`config.mk`:
```
export PLATFORM = sky130hd
export DESIGN_NAME = sdmc_calendar
export DESIGN_NICKNAME = d
export VERILOG_FILES = /design/src/rtl/core/sdmc_pkg.sv /design/src/rtl/core/sdmc_calendar.sv
export SDC_FILE = /design/constraint.sdc
export NUM_CORES = 1
export LEC_CHECK = 0
export BUFFER_PORTS_ARGS = -buffer_cell sky130_fd_sc_hd__buf_2
export CORE_AREA = 2 2 117 119
export DETAILED_ROUTE_END_ITERATION = 8
export DIE_AREA = 0 0 119 121
export MAX_ROUTING_LAYER = met4
export PLACE_DENSITY = 0.63
export SLEW_MARGIN = 10
export SYNTH_ARGS = -nofsm -noshare
export SYNTH_HDL_FRONTEND = slang
export SYNTH_SLANG_ARGS = --single-unit
```
`constraint.sdc`:
```
create_clock -name clk -period 11.05 [get_ports clk]
set_input_delay 0.5525 -clock clk [delete_from_list [all_inputs] [get_ports clk]]
set_output_delay 0.5525 -clock clk [all_outputs]
set_load 0.01 [all_outputs]
```
`src/rtl/core/sdmc_pkg.sv`:
```
// ----------------------------------------------------------------------------
// sdmc_pkg
// Shared types, codes, constants and calendar tables of the scheduled door
// motor controller.
// ----------------------------------------------------------------------------
package sdmc_pkg;

	localparam int TABLE_DEPTH = 366;
	localparam int DAY_W       = $clog2(TABLE_DEPTH + 1);
	localparam int RUN_COUNT   = 7;

	localparam logic [5:0]  SEC_MAX   = 6'd59;
	localparam logic [5:0]  MIN_MAX   = 6'd59;
	localparam logic [4:0]  HOUR_MAX  = 5'd23;
	localparam logic [13:0] YEAR_MIN  = 14'd1000;
	localparam logic [12:0] RECIP_100 = 13'd5243;
	localparam int          RECIP_SH  = 19;

	localparam logic [DAY_W-1:0] RUN_END [RUN_COUNT] = '{
		DAY_W'(15), DAY_W'(62), DAY_W'(115), DAY_W'(235),
		DAY_W'(270), DAY_W'(307), DAY_W'(366)
	};
	localparam logic [4:0] RUN_VALUE [RUN_COUNT] = '{
		5'd17, 5'd18, 5'd19, 5'd20, 5'd19, 5'd18, 5'd17
	};

	typedef enum logic [1:0] {
		OP_TICK = 2'd0,
		OP_POLL = 2'd1,
		OP_SET  = 2'd2
	} op_t;

	typedef enum logic [1:0] {
		PH_IDLE    = 2'd0,
		PH_OPENING = 2'd1,
		PH_CLOSING = 2'd2
	} phase_t;

	typedef enum logic [1:0] {
		CMD_STOP  = 2'd0,
		CMD_OPEN  = 2'd1,
		CMD_CLOSE = 2'd2
	} cmd_t;

	typedef enum logic [3:0] {
		REG_DATE_YEAR  = 4'd0,
		REG_DATE_MONTH = 4'd1,
		REG_DATE_DAY   = 4'd2,
		REG_OPEN_HOUR  = 4'd3
	} reg_idx_t;

	typedef struct packed {
		logic [13:0] year;
		logic [3:0]  month;
		logic [4:0]  day;
	} date_cfg_t;

	typedef struct packed {
		logic [DAY_W-1:0] day_number;
		logic [4:0]       closing_hour;
		logic             date_error;
	} cal_info_t;

	function automatic logic [4:0] month_len(input logic [3:0] m);
		logic [4:0] len;
		case (m)
			4'd1, 4'd3, 4'd5, 4'd7, 4'd8, 4'd10, 4'd12: len = 5'd31;
			4'd4, 4'd6, 4'd9, 4'd11:                     len = 5'd30;
			4'd2:                                        len = 5'd28;
			default:                                     len = 5'd0;
		endcase
		return len;
	endfunction

	function automatic logic [8:0] cum_days(input logic [3:0] m);
		logic [8:0] c;
		case (m)
			4'd1:    c = 9'd0;
			4'd2:    c = 9'd31;
			4'd3:    c = 9'd59;
			4'd4:    c = 9'd90;
			4'd5:    c = 9'd120;
			4'd6:    c = 9'd151;
			4'd7:    c = 9'd181;
			4'd8:    c = 9'd212;
			4'd9:    c = 9'd243;
			4'd10:   c = 9'd273;
			4'd11:   c = 9'd304;
			4'd12:   c = 9'd334;
			default: c = 9'd0;
		endcase
		return c;
	endfunction

	function automatic logic [4:0] close_hour_rom(input logic [DAY_W-1:0] idx);
		logic [4:0] val;
		val = RUN_VALUE[RUN_COUNT-1];
		for (int r = RUN_COUNT - 1; r >= 0; r--) begin
			if (idx < RUN_END[r]) begin
				val = RUN_VALUE[r];
			end
		end
		return val;
	endfunction

endpackage

```
`src/rtl/core/sdmc_calendar.sv`:
```
// ----------------------------------------------------------------------------
// sdmc_calendar
// Derives the day of year, the date check and the day's closing hour from the
// configured date, registered once per cycle.
// ----------------------------------------------------------------------------
module sdmc_calendar import sdmc_pkg::*; (
	input  logic      clk,
	input  date_cfg_t date,
	output cal_info_t info
);

	logic [26:0]      prod;
	logic [7:0]       cent;
	logic [14:0]      cent_x100;
	logic [14:0]      rem_full;
	logic [6:0]       rem;
	logic             leap;
	logic [4:0]       mlen;
	logic             valid;
	logic [DAY_W-1:0] doy;
	logic [DAY_W-1:0] idx;
	cal_info_t        info_d;
	cal_info_t        info_q;

	always_comb begin
		// The year is split as year = 100 * cent + rem by a reciprocal multiply.
		prod      = 27'(date.year) * 27'(RECIP_100);
		cent      = prod[RECIP_SH +: 8];
		cent_x100 = 15'({cent, 6'b0}) + 15'({cent, 5'b0}) + 15'({cent, 2'b0});
		rem_full  = 15'(date.year) - cent_x100;
		rem       = rem_full[6:0];
		leap      = (date.year[1:0] == 2'b00) && ((rem != 7'd0) || (cent[1:0] == 2'b00));

		mlen = month_len(date.month);
		if (leap && (date.month == 4'd2)) begin
			mlen = 5'd29;
		end

		valid = (date.year >= YEAR_MIN) && (date.month >= 4'd1) && (date.month <= 4'd12)
			&& (date.day != 5'd0) && (date.day <= mlen);

		doy = DAY_W'(cum_days(date.month)) + DAY_W'(date.day)
			+ DAY_W'(leap && (date.month > 4'd2));

		idx = doy - DAY_W'(1);
		if (idx >= DAY_W'(TABLE_DEPTH)) begin
			idx = DAY_W'(TABLE_DEPTH - 1);
		end

		info_d.date_error   = !valid;
		info_d.day_number   = valid ? doy : '0;
		info_d.closing_hour = valid ? close_hour_rom(idx) + 5'd1 : 5'd0;
	end

	always_ff @(posedge clk) begin
		info_q <= info_d;
	end

	assign info = info_q;

endmodule

```
==> metrics.csv, run 1 <==
metric;value;unit
leakage power;0.00302;uW
Most used DFF post-synth;dfxtp_1;
gr usage total;0.169;
syn_nets;782;
outcome;finished, final reports clean;
max-slew violation count;0;
Synth area leader;ha_1;
post-synthesis cell count;570;
DR pass1 iterations;4;
Synth top area share;0.300;
async set or reset register ratio after synthesis;0;
number of hold buffers added after CTS;0;
die width;119;um
Worst Tran Pin Value;0.730;ns
Placeable Area;13100;sq um
Sum Neg Setup Slack;0;ns
DR vias/cell;5.02;
Final ANT Viol Nets;0;
max FFs per register;15;
#FFs+latches synth;15;
largest net degree at the start of global routing;18;
Detailed Route WL;11.0;mm
worst vdd ir;0.145;mV
Pwr Total;1310;uW
Final min period;10.07;ns
Worst path max stage delay;0.57;ns
CTS root buffer;clkbuf_16;
share of layout cells above drive strength 1;0.0876;
DR DRC count;0;
top-count cell post-synth;inv_1;
Buffers on Ports;38;
Setup Viol. Count Final;0;
Pwr Density;233;nW/um^2
Post-Synth XOR/XNOR Area;0.0455;
critical path arrival;10.26;ns
# Post-CTS Setup Buffers;0;
Ys Warns;0;
register area share after synthesis;0.0581;
post-synthesis compound-gate area fraction;0.118;
Fillers;1262;
Setup Crit Path Kind;in2reg;
die height;121;um
RSZ-0062 raised after global routing;no;
vias in the first global route;4055;
Fin. Hold Viols;0;
Final Cycle Share;0.912;
post-synthesis mux area share;0.0184;
HPWL Detailed;9.76;mm
CP max FO;5;
Antenna Cells;0;
Worst EP required;11.23;ns
CP endpoint;info[3]$_SDFF_PN0_;
Clock transition at path regs;0.05;ns
Slew headroom;0.512;
max cap viols;0;
worst hold-check path type;in2reg;
first-pass GRT wire length;19.4;mm
CTS Buffer Depth;2;
I/O pin count;39;
Post-Syn Area per Cell;9.07;sq um
post-synthesis adder-cell area fraction;0.548;
Die ar.;14400;sq um
via count;3920;
CP max-delay cell;fa_1;
Synth Area in Simple Gates;0.104;
Worst Setup End Kind;register;
Nets;818;
area delta synth->final;8.71;%
fmax;0.0993;GHz
CTS tree;done;
Post-synth top cells;inv_1, ha_1, fa_1;
initial antenna violation count;0;
number of CTS-inserted buffers;3;
cts repair resizes;0;
synth unique cells;63;
number of synthesized flops with an enable pin;0;
clk sinks;15;
DR iter-0 viols;213;
FP Rows;42;
largest family of logic cells by synthesized area;adder cells;
CP Launch Type;input port;
Routed WL per cell;14.1;um
initial core utilization;0.395;
CP startpoint;date[13];
GRT overflow;0;
Synth area leaders;ha_1, fa_1, inv_1, dfxtp_1, xnor2_1;
H-Tree Depth;1;
Mapped Area;5170;sq um
Placer Congestion;0.867;
layer usage:
layer  up-vias  track usage  routed length, um
met1      1892        0.227               5360
met4         0       0.0126                 38
li1       1950            -                  -
met5         -            -                  0
met2        74        0.291               5300
met3         4       0.0146                346
through the flow:
stage               setup WS, ns  cells  utilization  hold WS [ns]  instance area (sq um)
finish                     0.976    781        0.430         0.919                   5620
floorplan                   1.64    570            -         0.857                   5170
global placement           0.981    777        0.423         0.948                   5540
global route               0.195    781        0.430         0.961                   5620
CTS                         1.02    781        0.430         0.915                   5620
detailed placement         0.789    777        0.423         0.948                   5540
critical path: cells and delay by family:
family,cells,cell delay (ns)
simple gates,5,0.98
compound gates,13,2.44
buf+inv,6,0.50
mux,2,0.44
fa+ha+maj,12,4.52
xor+xnor,4,0.83
kinds of logic (layout without fill, tap and decap cells):
| family | Yosys count | after routing |
|---|---|---|
| other | 1 | 1 |
| xor gates and xnor gates | 26 | 26 |
| and+or+nand+nor | 99 | 99 |
| AOI/OAI and AO/OA | 89 | 89 |
| muxes | 8 | 8 |
| buffers and inverters | 144 | 179 |
| adders and majority gates | 188 | 188 |
| DFF | 15 | 15 |
power breakdown:
part / internal [uW] / switching (uW) / total, uW
registers: 66.7 / 2.94 / 69.7
logic: 514 / 650 / 1160
clock network: 48.9 / 26.0 / 74.9
worst min-delay path by stage:
stage | from | end | slack, ns | cells past startpoint
6_report | date[1] | info[7]$_SDFF_PN0_ | 0.92 | 4
3_5_place_dp | info[4]$_SDFF_PN0_ | info[4] | 0.95 | 1
5_1_grt | date[1] | info[7]$_SDFF_PN0_ | 0.96 | 4
4_1_cts | date[1] | info[7]$_SDFF_PN0_ | 0.92 | 4
3_3_place_gp | info[4]$_SDFF_PN0_ | info[4] | 0.95 | 1
2_1_floorplan | info[0]$_DFF_P_ | info[0] | 0.86 | 0
cell usage in the layout, fill, tap and decap left out, types with 4 or more instances in the layout:
| cell | count |
|---|---|
| inv_1 | 137 |
| ha_1 | 124 |
| fa_1 | 64 |
| buf_2 | 38 |
| nand2_1 | 23 |
| a21oi_1 | 22 |
| nor2_1 | 21 |
| o21ai_0 | 18 |
| xnor2_1 | 18 |
| dfxtp_1 | 15 |
| nand3_1 | 12 |
| a21o_1 | 8 |
| xor2_1 | 7 |
| o21a_1 | 6 |
| nand4_1 | 5 |
| mux2i_1 | 5 |
| nor3_1 | 5 |
| nand2b_1 | 5 |
| a211oi_1 | 4 |
| nor2b_1 | 4 |
final cells by class:
| class | count | area, sq um | share of cell area |
|---|---|---|---|
| repair buffers | 38 | 190 | 0.0338 |
| well taps | 176 | 220 | 0.0392 |
| clock buffers | 3 | 75.1 | 0.0134 |
| flip-flops and latches | 15 | 300 | 0.0534 |
| inverters | 137 | 514 | 0.0915 |
| clock inverters | 1 | 7.51 | 0.00134 |
| multi-input cells | 411 | 4320 | 0.767 |
No activity file was read; power rests on OpenSTA's default activity.
==> run 2: changes to the inputs <==
--- a/config.mk
+++ b/config.mk
@@ -6,11 +6,12 @@
 export NUM_CORES = 1
 export LEC_CHECK = 0
 export BUFFER_PORTS_ARGS = -buffer_cell sky130_fd_sc_hd__buf_2
-export CORE_AREA = 2 2 117 119
+export CORE_AREA = 2 2 101 103
+export CTS_BUF_LIST = sky130_fd_sc_hd__clkbuf_4
 export DETAILED_ROUTE_END_ITERATION = 8
-export DIE_AREA = 0 0 119 121
+export DIE_AREA = 0 0 103 105
 export MAX_ROUTING_LAYER = met4
-export PLACE_DENSITY = 0.63
+export PLACE_DENSITY = 0.79
 export SLEW_MARGIN = 10
 export SYNTH_ARGS = -nofsm -noshare
 export SYNTH_HDL_FRONTEND = slang
==> constraint.sdc (replaced) <==
create_clock -name clk -period 11.05 [get_ports clk]
set_input_delay 1.105 -clock clk [delete_from_list [all_inputs] [get_ports clk]]
set_output_delay 1.105 -clock clk [all_outputs]
set_load 0.01 [all_outputs]
==> metrics.csv, run 2 (same netlist as run 1, synthesis figures left out) <==
metric;value;unit
outcome;finished, final reports clean;
CTS tree;done;
Setup Viol. Count Final;0;
HPWL Detailed;9.74;mm
Sw Share;0.530;
die width;103;um
Fin. Hold Viols;0;
Nets;819;
DR DRC count;0;
gr usage total;0.224;
most common cell after layout, fill and taps aside;inv_1;
Clk pwr share;0.025;
Fillers;869;
CP max-delay cell;fa_1;
combinational share of power;0.920;
Buffers on Ports;38;
GR met1 Demand/Resource;0.281;
DR pass1 iterations;4;
cell-internal power;598;uW
end of the worst hold path;info[7]$_SDFF_PN0_;
I/O pin count;39;
CP max FO;6;
CTS root buffer;clkbuf_4;
# Post-CTS Setup Buffers;0;
Hold Path Cell Cnt;4;
Antenna Cells;0;
critical path arrival;10.75;ns
worst hold-check path type;in2reg;
Slew headroom;0.521;
Routed WL per cell;14.7;um
Psw;674;uW
Final Cycle Share;0.953;
Sum Neg Setup Slack;0;ns
RSZ-0062 raised after global routing;no;
Die ar.;10800;sq um
Worst Setup End Kind;register;
GR Layer Usage met2;0.382;
initial core utilization;0.537;
Worst path max stage delay;0.57;ns
Detailed Route WL;10.9;mm
Worst Tran Pin Value;0.716;ns
hold_sp;date[1];
via count;3985;
commonest non-fill, non-tap cells in the layout;inv_1, ha_1, fa_1, buf_2, nand2_1;
clk sinks;15;
die height;105;um
fmax;0.0950;GHz
largest net degree at the start of global routing;18;
Placer Congestion;0.922;
max-slew violation count;0;
max cap viols;0;
Setup Crit Path Kind;in2reg;
share of layout cells above drive strength 1;0.0957;
Final min period;10.53;ns
GRT busiest layer;met2;
GRT overflow;0;
area delta synth->final;7.33;%
Clock transition at path regs;0.09;ns
DR iter-0 viols;162;
worst vdd ir;0.210;mV
Placeable Area;9640;sq um
Final Worst Setup Slack;0.519;ns
Global Route met3 Usage;0.0254;
CP Launch Type;input port;
number of CTS-inserted buffers;3;
FP Rows;36;
H-Tree Depth;1;
Seq pwr share;0.054;
leakage power;0.00302;uW
Pwr Density;229;nW/um^2
max FFs per register;15;
DR vias/cell;5.39;
Worst EP required;11.27;ns
Final ANT Viol Nets;0;
CTS Buffer Depth;2;
initial antenna violation count;0;
setup slack at placement;0.271;ns
vias in the first global route;4257;
first-pass GRT wire length;19.1;mm
run 2: through the flow:
stage,cell area (sq um),total power [uW],util,instances,hold WS (ns)
floorplan,5170,977,-,570,1.41
global placement,5490,1170,0.570,735,1.50
detailed placement,5490,1230,0.570,735,1.50
CTS,5520,1260,0.573,739,1.38
global route,5550,1460,0.576,739,1.41
finish,5550,1270,0.576,739,1.40
run 2: timing repair:
action,in CTS,in global routing
hold buffers,0,0
resized for setup,0,4
endpoints found under the setup margin,0,2
run 2: area by class of cell:
type / instances / area (sq um) / share of cell area
Multi-Input combinational cell: 411 / 4340 / 0.782
Clock buffer: 3 / 22.5 / 0.00406
Clock inverter: 1 / 7.51 / 0.00135
Inverter: 137 / 514 / 0.0926
Tap cell: 133 / 166 / 0.0300
Sequential cell: 15 / 300 / 0.0541
Timing Repair Buffer: 39 / 198 / 0.0356
run 2: worst max-delay path by stage:
stage                  start                 end  slack [ns]  cells after the start
finish              date[13]  info[3]$_SDFF_PN0_        0.52                     42
floorplan           date[19]  info[3]$_SDFF_PN0_        1.09                     41
global placement    date[13]  info[3]$_SDFF_PN0_        0.53                     42
detailed placement  date[13]  info[3]$_SDFF_PN0_        0.27                     42
global route        date[13]  info[3]$_SDFF_PN0_        0.02                     42
CTS                 date[13]  info[3]$_SDFF_PN0_        0.52                     42
run 2: layer usage:
metal	part of all wire	routed length, um
met1	0.44	4760
met2	0.50	5470
met3	0.036	396
met4	0.026	278
met5	0	0
run 2: power by group through the flow:
stage | sequential (uW) | clock, uW | combinational, uW
finish | 69.3 | 32.0 | 1170
CTS | 69.4 | 32.1 | 1160
global route | 70.4 | 35.7 | 1350
floorplan | 77.7 | 0 | 900
global placement | 70.4 | 0 | 1100
detailed placement | 70.6 | 0 | 1160
run 2: critical path, delay by kind of cell:
family | cells | cell delay, ns
adders and majority gates | 12 | 4.59
xor gates and xnor gates | 5 | 0.95
and+or+nand+nor | 6 | 1.34
AOI/OAI and AO/OA | 12 | 2.08
buffers and inverters | 6 | 0.52
muxes | 1 | 0.14
==> run 3: changes to the inputs <==
--- a/config.mk
+++ b/config.mk
@@ -6,12 +6,15 @@
 export NUM_CORES = 1
 export LEC_CHECK = 0
 export BUFFER_PORTS_ARGS = -buffer_cell sky130_fd_sc_hd__buf_2
-export CORE_AREA = 2 2 101 103
+export CAP_MARGIN = 0
+export CELL_PAD_IN_SITES_DETAIL_PLACEMENT = 0
+export CELL_PAD_IN_SITES_GLOBAL_PLACEMENT = 1
+export CORE_AREA = 2 2 106 108
 export CTS_BUF_LIST = sky130_fd_sc_hd__clkbuf_4
 export DETAILED_ROUTE_END_ITERATION = 8
-export DIE_AREA = 0 0 103 105
+export DIE_AREA = 0 0 108 110
 export MAX_ROUTING_LAYER = met4
-export PLACE_DENSITY = 0.79
+export PLACE_DENSITY = 0.89
 export SLEW_MARGIN = 10
 export SYNTH_ARGS = -nofsm -noshare
 export SYNTH_HDL_FRONTEND = slang
==> metrics.csv, run 3 (same netlist as run 1, synthesis figures left out) <==
metric;value;unit
die width;108;um
Worst path max stage delay;0.54;ns
DR iter-0 viols;190;
max-slew violation count;0;
CTS Buffer Depth;2;
Slew headroom;0.539;
Final min period;10.48;ns
Fin. Hold Viols;0;
Seq pwr share;0.055;
outcome;finished, final reports clean;
gr usage total;0.198;
Routed WL per cell;14.2;um
DR DRC count;0;
Detailed Route WL;10.5;mm
Antenna Cells;0;
Buffers on Ports;38;
share of layout cells above drive strength 1;0.0926;
CP Launch Type;input port;
leakage power;0.00301;uW
via count;3853;
cts repair resizes;0;
worst vdd ir;0.158;mV
critical path arrival;10.69;ns
Hold Path Cell Cnt;4;
Worst EP required;11.26;ns
largest net degree at the start of global routing;18;
CP max FO;8;
HPWL Detailed;9.40;mm
Sw Share;0.529;
# Post-CTS Setup Buffers;0;
number of hold buffers added after CTS;0;
combinational share of power;0.921;
Worst Setup End Kind;register;
Placeable Area;10700;sq um
clk sinks;15;
Layout Utilization;0.518;
max cap viols;0;
most common cell after layout, fill and taps aside;inv_1;
first-pass GRT wire length;18.4;mm
Psw;667;uW
end of the worst hold path;info[7]$_SDFF_PN0_;
initial antenna violation count;0;
Sum Neg Setup Slack;0;ns
H-Tree Depth;1;
cell-internal power;595;uW
CP max-delay cell;fa_1;
final instance area;5550;sq um
initial core utilization;0.484;
hold_sp;date[1];
FP Rows;38;
Final ANT Viol Nets;0;
Nets;818;
CTS root buffer;clkbuf_4;
DR pass1 iterations;4;
GRT overflow;0;
number of CTS-inserted buffers;3;
vias in the first global route;4005;
final hold slack;1.42;ns
commonest non-fill, non-tap cells in the layout;inv_1, ha_1, fa_1, buf_2, nand2_1;
Setup Viol. Count Final;0;
I/O pin count;39;
Die ar.;11900;sq um
area delta synth->final;7.21;%
Fillers;1003;
DR vias/cell;5.17;
Worst Tran Pin Value;0.689;ns
Final Cycle Share;0.948;
max FFs per register;15;
die height;110;um
Pwr Density;227;nW/um^2
Clock transition at path regs;0.09;ns
Clk pwr share;0.024;
fmax;0.0954;GHz
RSZ-0062 raised after global routing;no;
worst hold-check path type;in2reg;
dpl cell area;5500;sq um
Placer Congestion;0.917;
CTS tree;done;
Setup Crit Path Kind;in2reg;
-- run 3: cell count changes in the layout (fill, tap and decap cells not counted) --
cell,delta
o21ai_0,-1
buf_4,-1
clkinvlp_4,-1
a211oi_1,+1
clkinv_2,+1
o21ai_1,+1
a211oi_2,-1
-- run 3: cell type report --
cell class | count | area [sq um] | area share
clock buffer | 3 | 22.5 | 0.00406
timing repair buffer | 38 | 190 | 0.0343
tap | 140 | 175 | 0.0316
inverter | 137 | 514 | 0.0927
sequential | 15 | 300 | 0.0542
clock inverter | 1 | 5.00 | 0.000903
multi-input combinational | 411 | 4340 | 0.782
-- run 3: worst max-delay path: cells and delay by family --
family / cells / cell delay, ns
muxes: 1 / 0.12
AOI/OAI and AO/OA: 7 / 1.54
and+or+nand+nor: 8 / 1.76
xor gates and xnor gates: 5 / 1.04
adders and majority gates: 12 / 4.60
buffers and inverters: 6 / 0.51
-- run 3: metrics by stage --
stage               cells  total power, uW  worst slack [ns]
global placement      741             1190             0.440
detailed placement    741             1220             0.203
CTS                   745             1260             0.450
floorplan             570              977              1.09
finish                745             1260             0.573
global route          745             1450            0.0749
-- run 3: metal layers --
metal  global-route usage  vias up  share of wire
li1                     -     1953              -
met1                0.262     1838           0.47
met2                0.352       55           0.49
met3              0.00764        7          0.034
met4               0.0229        0         0.0063
met5                    -        -              0
-- run 3: worst max path at each step --
stage	from	to	slack, ns
6_report	date[20]	info[3]$_SDFF_PN0_	0.57
5_1_grt	date[20]	info[3]$_SDFF_PN0_	0.07
4_1_cts	date[20]	info[3]$_SDFF_PN0_	0.45
3_5_place_dp	date[20]	info[3]$_SDFF_PN0_	0.20
3_3_place_gp	date[20]	info[3]$_SDFF_PN0_	0.44
2_1_floorplan	date[19]	info[3]$_SDFF_PN0_	1.09
-- run 3: power groups by stage --
stage          clock [uW]  sequential (uW)  combinational [uW]
6_report             30.6             69.2                1160
4_1_cts              30.0             69.3                1160
2_1_floorplan           0             77.7                 900
3_3_place_gp            0             70.2                1120
5_1_grt              32.9             70.5                1350
3_5_place_dp            0             70.6                1150
